$ cat src/design/assert_macros.svh
// Assertion macros shared by the event queue modules.
`ifndef ASSERT_MACROS_SVH
`define ASSERT_MACROS_SVH

// Property that must hold at every rising edge outside reset.
`define ASSERT_ALWAYS(label, clk, rst, prop, msg) \
   label: assert property (@(posedge clk) disable iff (rst) (prop)) else $error(msg);

// Antecedent on one edge implies consequent on the same edge.
`define ASSERT_IMPLY(label, clk, rst, ante, cons, msg) \
   label: assert property (@(posedge clk) disable iff (rst) (ante) |-> (cons)) else $error(msg);

// Antecedent on one edge implies consequent on the next edge.
`define ASSERT_NEXT(label, clk, rst, ante, cons, msg) \
   label: assert property (@(posedge clk) disable iff (rst) (ante) |=> (cons)) else $error(msg);

`endif

$ cat src/design/ceq_pkg.sv
// Shared types, widths and codes of the coalescing event queue.
package ceq_pkg;

   localparam int DEPTH_DEFAULT = 64;

   localparam int TYPE_W    = 8;
   localparam int TICK_W    = 32;
   localparam int DATA_W    = 64;
   localparam int MASK_W    = 32;
   localparam int STATUS_W  = 2;
   localparam int ENTRY_W   = TYPE_W + TICK_W + DATA_W;
   localparam int CSR_ADDR_W = 4;
   localparam int CSR_DATA_W = 32;

   // Command codes.
   localparam logic CMD_PUSH = 1'b0;
   localparam logic CMD_POP  = 1'b1;

   // Push status codes.
   localparam logic [STATUS_W-1:0] PUSH_DROPPED = 2'd0;
   localparam logic [STATUS_W-1:0] PUSH_STORED  = 2'd1;
   localparam logic [STATUS_W-1:0] PUSH_EVICTED = 2'd2;

   // Register indexes.
   localparam logic [1:0] REG_DOORBELL   = 2'd0;
   localparam logic [1:0] REG_APPEARANCE = 2'd1;
   localparam logic [1:0] REG_POINTER    = 2'd2;
   localparam logic [1:0] REG_FOCUS      = 2'd3;

   // Register reset values.
   localparam logic [TYPE_W-1:0] DOORBELL_RESET   = 8'd1;
   localparam logic [TYPE_W-1:0] APPEARANCE_RESET = 8'd2;
   localparam logic [TYPE_W-1:0] POINTER_RESET    = 8'd3;
   localparam logic [TYPE_W-1:0] FOCUS_RESET      = 8'd4;

   // Source that a pop is served from.
   typedef enum logic [2:0] {
      SEL_NONE,
      SEL_LOOK,
      SEL_BELL,
      SEL_RING,
      SEL_POINT
   } sel_type;

   typedef struct packed {
      logic [TYPE_W-1:0] doorbell_code;
      logic [TYPE_W-1:0] appearance_code;
      logic [TYPE_W-1:0] pointer_code;
      logic [TYPE_W-1:0] focus_code;
   } cfg_type;

   // Controller to datapath.
   typedef struct packed {
      logic capture;
      logic ram_rd;
      logic commit;
   } ctrl_cmd_type;

   // Datapath to controller.
   typedef struct packed {
      logic pop_ring;
      logic out_free;
   } ctrl_stat_type;

endpackage

$ cat src/design/ceq_ctrl.sv
// Sequencer of the event queue: accepts a command, schedules the ring read and the commit.
`include "assert_macros.svh"
module ceq_ctrl (
   input  logic                   clock,
   input  logic                   reset,
   input  logic                   req_valid,
   output logic                   req_ready,
   input  ceq_pkg::ctrl_stat_type stat,
   output ceq_pkg::ctrl_cmd_type  cmd
);

   localparam logic [1:0] ST_IDLE = 2'd0;
   localparam logic [1:0] ST_EXEC = 2'd1;
   localparam logic [1:0] ST_READ = 2'd2;

   logic [1:0] state_ff, state_in;

   // Next state and datapath commands.
   always_comb begin
      state_in    = state_ff;
      cmd.capture = 1'b0;
      cmd.ram_rd  = 1'b0;
      cmd.commit  = 1'b0;
      unique case (state_ff)
         ST_IDLE: begin
            if (req_valid) begin
               cmd.capture = 1'b1;
               state_in    = ST_EXEC;
            end
         end
         ST_EXEC: begin
            if (stat.pop_ring) begin
               cmd.ram_rd = 1'b1;
               state_in   = ST_READ;
            end else if (stat.out_free) begin
               cmd.commit = 1'b1;
               state_in   = ST_IDLE;
            end
         end
         ST_READ: begin
            if (stat.out_free) begin
               cmd.commit = 1'b1;
               state_in   = ST_IDLE;
            end
         end
         default: begin
            state_in = ST_IDLE;
         end
      endcase
   end

   always_ff @(posedge clock) begin
      if (reset) begin
         state_ff <= ST_IDLE;
      end else begin
         state_ff <= state_in;
      end
   end

   assign req_ready = (state_ff == ST_IDLE);

   // The read wait only follows execution of a ring pop.
   `ASSERT_IMPLY(a_read_entry, clock, reset, state_ff == ST_READ, $past(state_ff) == ST_EXEC || $past(state_ff) == ST_READ, "read wait entered out of order")

endmodule

$ cat config.mk
export PLATFORM = sky130hd
export DESIGN_NAME = ceq_ctrl
export DESIGN_NICKNAME = d
export VERILOG_FILES = /design/src/design/ceq_pkg.sv /design/src/design/ceq_ctrl.sv
export VERILOG_INCLUDE_DIRS = /design/src /design/src/design
export SDC_FILE = /design/constraint.sdc
export NUM_CORES = 1
export LEC_CHECK = 0
export ABC_AREA = 0
export ABC_CLOCK_PERIOD_IN_PS = 1200
export BUFFER_PORTS_ARGS = -buffer_cell sky130_fd_sc_hd__buf_2
export CORE_AREA = 4 4 41 43
export CTS_BUF_LIST = sky130_fd_sc_hd__clkbuf_2
export DETAILED_ROUTE_END_ITERATION = 10
export DIE_AREA = 0 0 45 47
export PLACE_DENSITY = 0.32
export SYNTH_ARGS = -nofsm -noshare
export SYNTH_HDL_FRONTEND = slang
export SYNTH_SLANG_ARGS = --single-unit
$ cat constraint.sdc
create_clock -name clock -period 1.2 [get_ports clock]
set_input_delay 0.06 -clock clock [delete_from_list [all_inputs] [get_ports clock]]
set_output_delay 0.06 -clock clock [all_outputs]
set_load 0.005 [all_outputs]
; ---- Word level (Yosys, flattened, before mapping)
; Index checks and enable logic that the tools add are counted.
[totals]
reg_bits = 2
input_bits = 5
output_inout_bits = 4
elab_cells = 16
[classes]
eq_ne = 3
muxes = 11
reduce_logical = 1
[op_table]
columns = op, n
row1 = 1-bit 2-to-1 mux, 6
row2 = 2-bit 2-to-1 mux, 3
row3 = 2-bit one-hot mux with 3 select lines, 1
row4 = 2-bit by 1-bit equality test with 1-bit output (second input constant), 1
row5 = 2-bit equality test (second input constant), 1
row6 = 2-bit zero test, 1
row7 = 2-bit != test (second input constant), 1
row8 = 1-bit one-hot mux with 2 select lines, 1

; ---- Longest topological paths before layout
; Gate-level depths: netlist (run 1).
[logic_depth]
word_depth = 3
mapped_depth = 5
mapped_depth_nobuf = 5

; ---- Least setup slack after synthesis (run 1)
; No wires, ideal clock.
[synth_timing]
path_type = register to register
from = register state_ff[0]
to = register state_ff[0]
setup_ns = 0.070
arrival_ns = 1.116
required_ns = 1.130
path_slack_ns = 0.014
path_stages_with_launch = 6
n_path_buf = 0
synth_period_minus_slack_ns = 1.186
cell_sequence = dfxtp_1 > inv_1 > ha_1 > nor4b_2 > o21ai_1 > a21oi_1
[synth_via]
elab_cells_between_ends = 7
classes_between = 3 x eq/ne / 3 x mux / 1 x reduce/logical
[synth_lines]
columns = item, line_no
row1 = "start, declared", ceq_ctrl.sv:16  ; logic [1:0] state_ff, state_in;
row2 = "start signal, assigned", ceq_ctrl.sv:56  ; state_ff <= state_in;
row3 = 2-bit zero test (*), n/a
row4 = via req_ready, ceq_ctrl.sv:7  ; output logic req_ready,
row5 = 2-bit one-hot mux with 3 select lines or 2-bit != test (tied branches), n/a
; The timed path passes the listed nets; every way through them passes the cells marked *.
; A chain may end at the register's enable or synchronous reset.

==> flow_summary_export.csv, run 1 <==
group,metric,value,unit
finish,final_area,379.1,sq um
route,ant_nets,0,
route,first_pass_iters,4,
worst_setup_path,path_buf_inv,2,
worst_setup_path,crit_path_max_fanout,3,
place,dp.cells,49,
route,vias,229,
clock_tree,clkSinkCount,2,
floorplan,die_w,45,um
worst_setup_path,required,1.14,ns
clock_tree,clockBufferDepth,2,
clock_tree,cts_tree,"yes",
worst_setup_path,crit_path_end_kind,"primary output",
finish,largestRegisters,"state_ff: 2 flops",
floorplan,core,1301,sq um
finish,drive_above_1_share,70.00,%
place,placed_cell_area,284.0,sq um
synth,synth.cell_area,202.7,sq um
timing,setup_viol,4,
finish,diodes,0,
power_and_ir_drop,p_clk_share,35.4,%
grt,grt_pass1_vias,243,
timing,worst_pin_slew,0.2119,ns
worst_setup_path,cp_cell_sequence,"inv_4 > ha_4 > nor2b_4 > o211a_1 > buf_2",
clock_tree,worst_skew_pair.late_latency,0.19,ns
route,route.detailed.drc,0,
timing,final.min_clock_period,1.239,ns
power_and_ir_drop,pwr-share-comb,37.0,%
finish,largest_register,"state_ff",
clock_tree,numCtsBuffers,3,
worst_setup_path,crit_family,"flip-flops",
job,max_cap_violations,0,
power_and_ir_drop,p_int,200.4,uW
timing,period_share,103.3,%
grt,grt_max_degree,5,
floorplan,num_rows,13,
grt,grt_pass1_wl,1028,um
synth,syn_avg_cell_area,8.813,sq um
power_and_ir_drop,ir_worst_vdd,482.2,uV
place,io_buffers,8,
worst_setup_path,r2r_setup_slack,-0.02,ns
clock_tree,ctsHoldBuffers,0,
power_and_ir_drop,power_density,780.0,nW/um^2
power_and_ir_drop,p_leak,0.0001695,uW
power_and_ir_drop,power_frac_seq,27.6,%
floorplan,io_pins,9,
worst_setup_path,cp_slowest_cell,"dfxtp_2",
finish,syn_to_final_growth,87.04,%
timing,rsz0062_at_grt,"yes",
route,wl,629,um
synth,seq_area_frac_synth,19.75,%
grt,grt_overflow,0,
floorplan,die_h,47,um
timing,setup_slack,-0.03900,ns
timing,slew_viol_final,0,
route,wl_per_cell,11.44,um
worst_setup_path,crit_arrival,1.18,ns
finish,largest_register_ff_count,2,
synth,ys_types,16,
clock_tree,cts-root-buf,"clkbuf_2",
floorplan,dieArea,2115,sq um
synth,syn-num-nets,32,
floorplan,initial_core_util,15.58,%
grt,grtUsageTotal,7.256,%
synth,synth_warnings,0,
finish,fin_cells,55,
place,place_hpwl,447.5,um
grt,antenna_found_initial,0,
worst_setup_path,start_kind,"register",
synth,synth_cells,23,
route,vias_per_cell,4.164,
outcome,violations,"negative setup slack",
outcome,status,"finished with violations",
finish,nNetsFinal,51,
finish,num-fill-cells,145,
place,gp_congestion,0.7564,
timing,fmax,0.8071,GHz
clock_tree,cts.clk_slew.worst_paths,0.03,ns
route,drt_iter0_markers,1,
timing,fin_skew,0.004928,ns
power_and_ir_drop,switching_share,32.23,%
worst_setup_path,cp_slowest_stage_delay,0.34,ns
synth,ys_ff_latch,2,
clock_tree,htreeDepth,1,
timing,max_slew_margin,85.84,%
timing,hold_viol,0,
hold_path,hp-class,"input port to register",
worst_setup_path,worstSetupPathType,"register to primary output",
power_and_ir_drop,switchingPower,95.30,uW
## placed cells by master, fill, tap and decap left out
master	instances
nand2b_1	1
dfxtp_4	1
o211ai_1	1
o211a_1	1
dfxtp_2	1
nand2_1	1
buf_2	8
nor4b_2	1
o21ai_1	1
nor2_1	2
clkbuf_2	3
nand3_1	1
a21oi_1	1
inv_4	2
buf_4	6
nor2b_4	1
o31a_1	1
o31ai_2	1
ha_4	3
and2_1	2
ha_2	1
## cell families after synthesis
family	count (synthesis)	synth area share, %
DFF	2	19.75
and+or+nand+nor	9	27.78
buffers and inverters	2	3.705
adders and majority gates	4	24.69
AOI/OAI and AO/OA	6	24.07
## cells in the mapped netlist (all sizes together)
library cell  count  area [sq um]
dfxtp             2         40.04
nor4b             1         15.01
nor2              2         7.510
nor2b             1         6.260
o31ai             1         12.51
inv               2         7.510
nand3             1         5.000
ha                4         50.05
o211a             1         10.01
and2              2         12.51
nand2b            1         6.260
o31a              1         8.760
a21oi             1         5.000
o21ai             1         5.000
o211ai            1         7.510
nand2             1         3.750
## worst paths after layout
| kind | from | cells after the start | end |
|---|---|---|---|
| worst max register to register | state_ff[1] | 5 | state_ff[0] |
| worst min register to register | state_ff[1] | 5 | state_ff[0] |
| worst min-delay path | reset | 2 | state_ff[0] |
| worst max-delay path | state_ff[1] | 5 | cmd[0] |
## power by group through the flow
stage               logic (uW)  clock network [uW]  registers [uW]
floorplan                 43.9                   0            76.7
finish                     109                 105            81.6
detailed placement        84.5                   0            77.8
global route               122                 127            82.5
global placement          85.5                   0            76.9
CTS                       98.5                 112            79.7
## layout make-up
cell class,count,area [sq um],area share (%)
timing repair buffer,14,85.08,22.44
sequential,2,45.04,11.88
tap,15,18.77,4.950
multi-input combinational,19,202.7,53.47
inverter,2,12.51,3.300
clock buffer,3,15.01,3.960
## timing repair
item / CTS / global route
setup endpoints to repair: 4 / 4
gates resized for setup: 12 / 4
setup buffers: 2 / 1
hold endpoints to repair: 0 / 0
pin swaps: 2 / 2
## metrics by stage
| step | util, % | setup TNS (ns) | setup slack (ns) | total power [uW] | hold slack, ns |
|---|---|---|---|---|---|
| detailed placement | 21.83 | -0.08596 | -0.08596 | 162.3 | 0.2961 |
| global route | 29.13 | -0.3419 | -0.1048 | 331.6 | 0.06488 |
| global placement | 21.83 | -0.05282 | -0.04274 | 162.5 | 0.2956 |
| floorplan | - | 0 | 0.01435 | 120.6 | 0.1291 |
| CTS | 26.63 | -0.1073 | -0.06090 | 290.6 | 0.07283 |
| finish | 29.13 | -0.09340 | -0.03900 | 295.7 | 0.08571 |
## routing by layer
metal  part of all wire [%]  GRT usage (%)  up-vias
met4                      0          1.754        0
met3                    9.7          5.747        0
met5                      0              0        -
met2                     47          11.30        8
met1                     43          7.692      105
li1                       -              -      116
(Power assumes the default switching activity.)
==> run 2: changes to the inputs <==
--- a/config.mk
+++ b/config.mk
@@ -7,7 +7,7 @@
 export NUM_CORES = 1
 export LEC_CHECK = 0
 export ABC_AREA = 0
-export ABC_CLOCK_PERIOD_IN_PS = 1200
+export ABC_CLOCK_PERIOD_IN_PS = 1000
 export BUFFER_PORTS_ARGS = -buffer_cell sky130_fd_sc_hd__buf_2
 export CORE_AREA = 4 4 41 43
 export CTS_BUF_LIST = sky130_fd_sc_hd__clkbuf_2
==> constraint.sdc (replaced) <==
create_clock -name clock -period 1 [get_ports clock]
set_input_delay 0.05 -clock clock [delete_from_list [all_inputs] [get_ports clock]]
set_output_delay 0.05 -clock clock [all_outputs]
set_load 0.005 [all_outputs]
==> flow_summary_export.csv, run 2 (synthesis gave the netlist of run 1 again) <==
group,metric,value,unit
clock_tree,clockBufferDepth,2,
power_and_ir_drop,power_density,916.1,nW/um^2
route,wl,594,um
hold_path,hp-class,"input port to register",
clock_tree,worst_skew_pair.late_latency,0.19,ns
route,vias_per_cell,4.055,
clock_tree,cts-root-buf,"clkbuf_2",
worst_setup_path,required,0.95,ns
worst_setup_path,start_kind,"register",
floorplan,die_h,47,um
finish,largest_register_ff_count,2,
floorplan,io_pins,9,
outcome,violations,"negative setup slack",
floorplan,num_rows,13,
clock_tree,cts.clk_slew.worst_paths,0.03,ns
worst_setup_path,crit_family,"flip-flops",
timing,setup_slack,-0.2302,ns
grt,grt_overflow,0,
clock_tree,cts_tree,"yes",
worst_setup_path,cp_slowest_stage_delay,0.35,ns
finish,largestRegisters,"state_ff: 2 flops",
job,max_cap_violations,0,
route,route.detailed.drc,0,
timing,max_slew_margin,88.53,%
timing,setup_tns,-0.9123,ns
timing,hold_viol,0,
worst_setup_path,crit_path_end_kind,"primary output",
timing,final.min_clock_period,1.230,ns
grt,grt_max_degree,5,
route,drt_iter0_markers,1,
finish,syn_to_final_growth,108.6,%
worst_setup_path,worstSetupPathType,"register to primary output",
power_and_ir_drop,switchingPower,122.2,uW
worst_setup_path,crit_path_max_fanout,3,
clock_tree,ctsHoldBuffers,0,
worst_setup_path,cp_slowest_cell,"dfxtp_4",
finish,nNetsFinal,51,
power_and_ir_drop,ir_worst_vdd,395.9,uV
place,placed_cell_area,336.6,sq um
finish,diodes,0,
clock_tree,numCtsBuffers,3,
worst_setup_path,path_buf_inv,2,
power_and_ir_drop,p_leak,0.0001831,uW
timing,rsz0062_at_grt,"yes",
floorplan,dieArea,2115,sq um
timing,worst_pin_slew,0.1716,ns
timing,slew_viol_final,0,
grt,grt_pass1_wl,972,um
finish,largest_register,"state_ff",
timing,fmax,0.8129,GHz
place,io_buffers,8,
route,vias,223,
finish,final_area,422.9,sq um
worst_setup_path,cp_cell_sequence,"inv_4 > ha_4 > nor2b_4 > o211a_1 > buf_2",
power_and_ir_drop,switching_share,31.54,%
grt,grtUsageTotal,6.772,%
clock_tree,htreeDepth,1,
timing,setup_viol,6,
place,gp_congestion,0.6726,
power_and_ir_drop,p_int,265.2,uW
clock_tree,clkSinkCount,2,
route,ant_nets,0,
finish,drive_above_1_share,72.50,%
grt,grt_pass1_vias,224,
finish,final_common_cell,"buf_2",
power_and_ir_drop,p_clk_share,32.3,%
grt,antenna_found_initial,0,
route,first_pass_iters,2,
route,wl_per_cell,10.80,um
floorplan,die_w,45,um
worst_setup_path,crit_arrival,1.18,ns
floorplan,core,1301,sq um
timing,period_share,123.0,%
place,place_hpwl,462.2,um
power_and_ir_drop,power_frac_seq,25.1,%
power_and_ir_drop,pwr-share-comb,42.6,%
floorplan,initial_core_util,15.58,%
finish,final_cell_mix,"buf_2 (6), ha_4 (4), buf_4 (4)",
outcome,status,"finished with violations",
timing,fin_skew,0.005233,ns
-- run 2: worst register-to-register path: stages (launching register included) --
cell and delay, ns:
dfxtp_4 0.34, buf_4 0.15, ha_4 0.16, nor4b_2 0.19, o21ai_1 0.09, a21oi_1 0.16
-- run 2: per-layer routing --
layer	track usage [%]	part of all wire [%]	up-vias
met5	0	0	-
met4	5.263	0	0
met3	3.065	5.4	0
met2	10.45	55	5
met1	7.207	39	102
li1	-	-	116
-- run 2: final timing paths --
path / slack (ns) / endpoint / startpoint / depth (start not counted)
setup reg to reg: -0.18 / state_ff[0] / state_ff[1] / 5
setup / recovery: -0.23 / cmd[0] / state_ff[1] / 5
hold reg to reg: 0.62 / state_ff[1] / state_ff[1] / 3
hold / removal: 0.07 / state_ff[1] / reset / 2
-- run 2: final cells by class --
type | count | area [sq um]
timing repair buffer | 14 | 113.9
tap | 15 | 18.77
clock buffer | 3 | 15.01
sequential | 2 | 47.55
multi-input combinational | 19 | 215.2
inverter | 2 | 12.51
fill | 149 | 878.3
-- run 2: what timing repair did --
action,CTS,global route
endpoints found under the setup margin,6,6
pin swaps,2,1
buffers inserted,2,1
gates resized for setup,5,2
-- run 2: through the flow --
step	utilization, %	power, uW	hold slack (ns)	std cells	setup slack (ns)
6_report	32.50	387.4	0.06749	55	-0.2302
4_1_cts	31.25	386.9	0.05530	54	-0.2391
2_1_floorplan	-	165.3	0.1094	23	-0.06900
3_3_place_gp	25.87	213.1	0.2664	49	-0.1644
5_1_grt	32.50	418.4	0.05900	55	-0.2688
3_5_place_dp	25.87	214.4	0.2625	49	-0.1680
-- run 2: power groups by stage --
stage | clock, uW | combinational [uW] | sequential (uW)
after global placement | 0 | 113 | 99.7
after floorplan | 0 | 68.4 | 96.9
after CTS | 135 | 155 | 97.1
after detailed placement | 0 | 115 | 99.5
final | 125 | 165 | 97.3
after global routing | 139 | 182 | 97.9
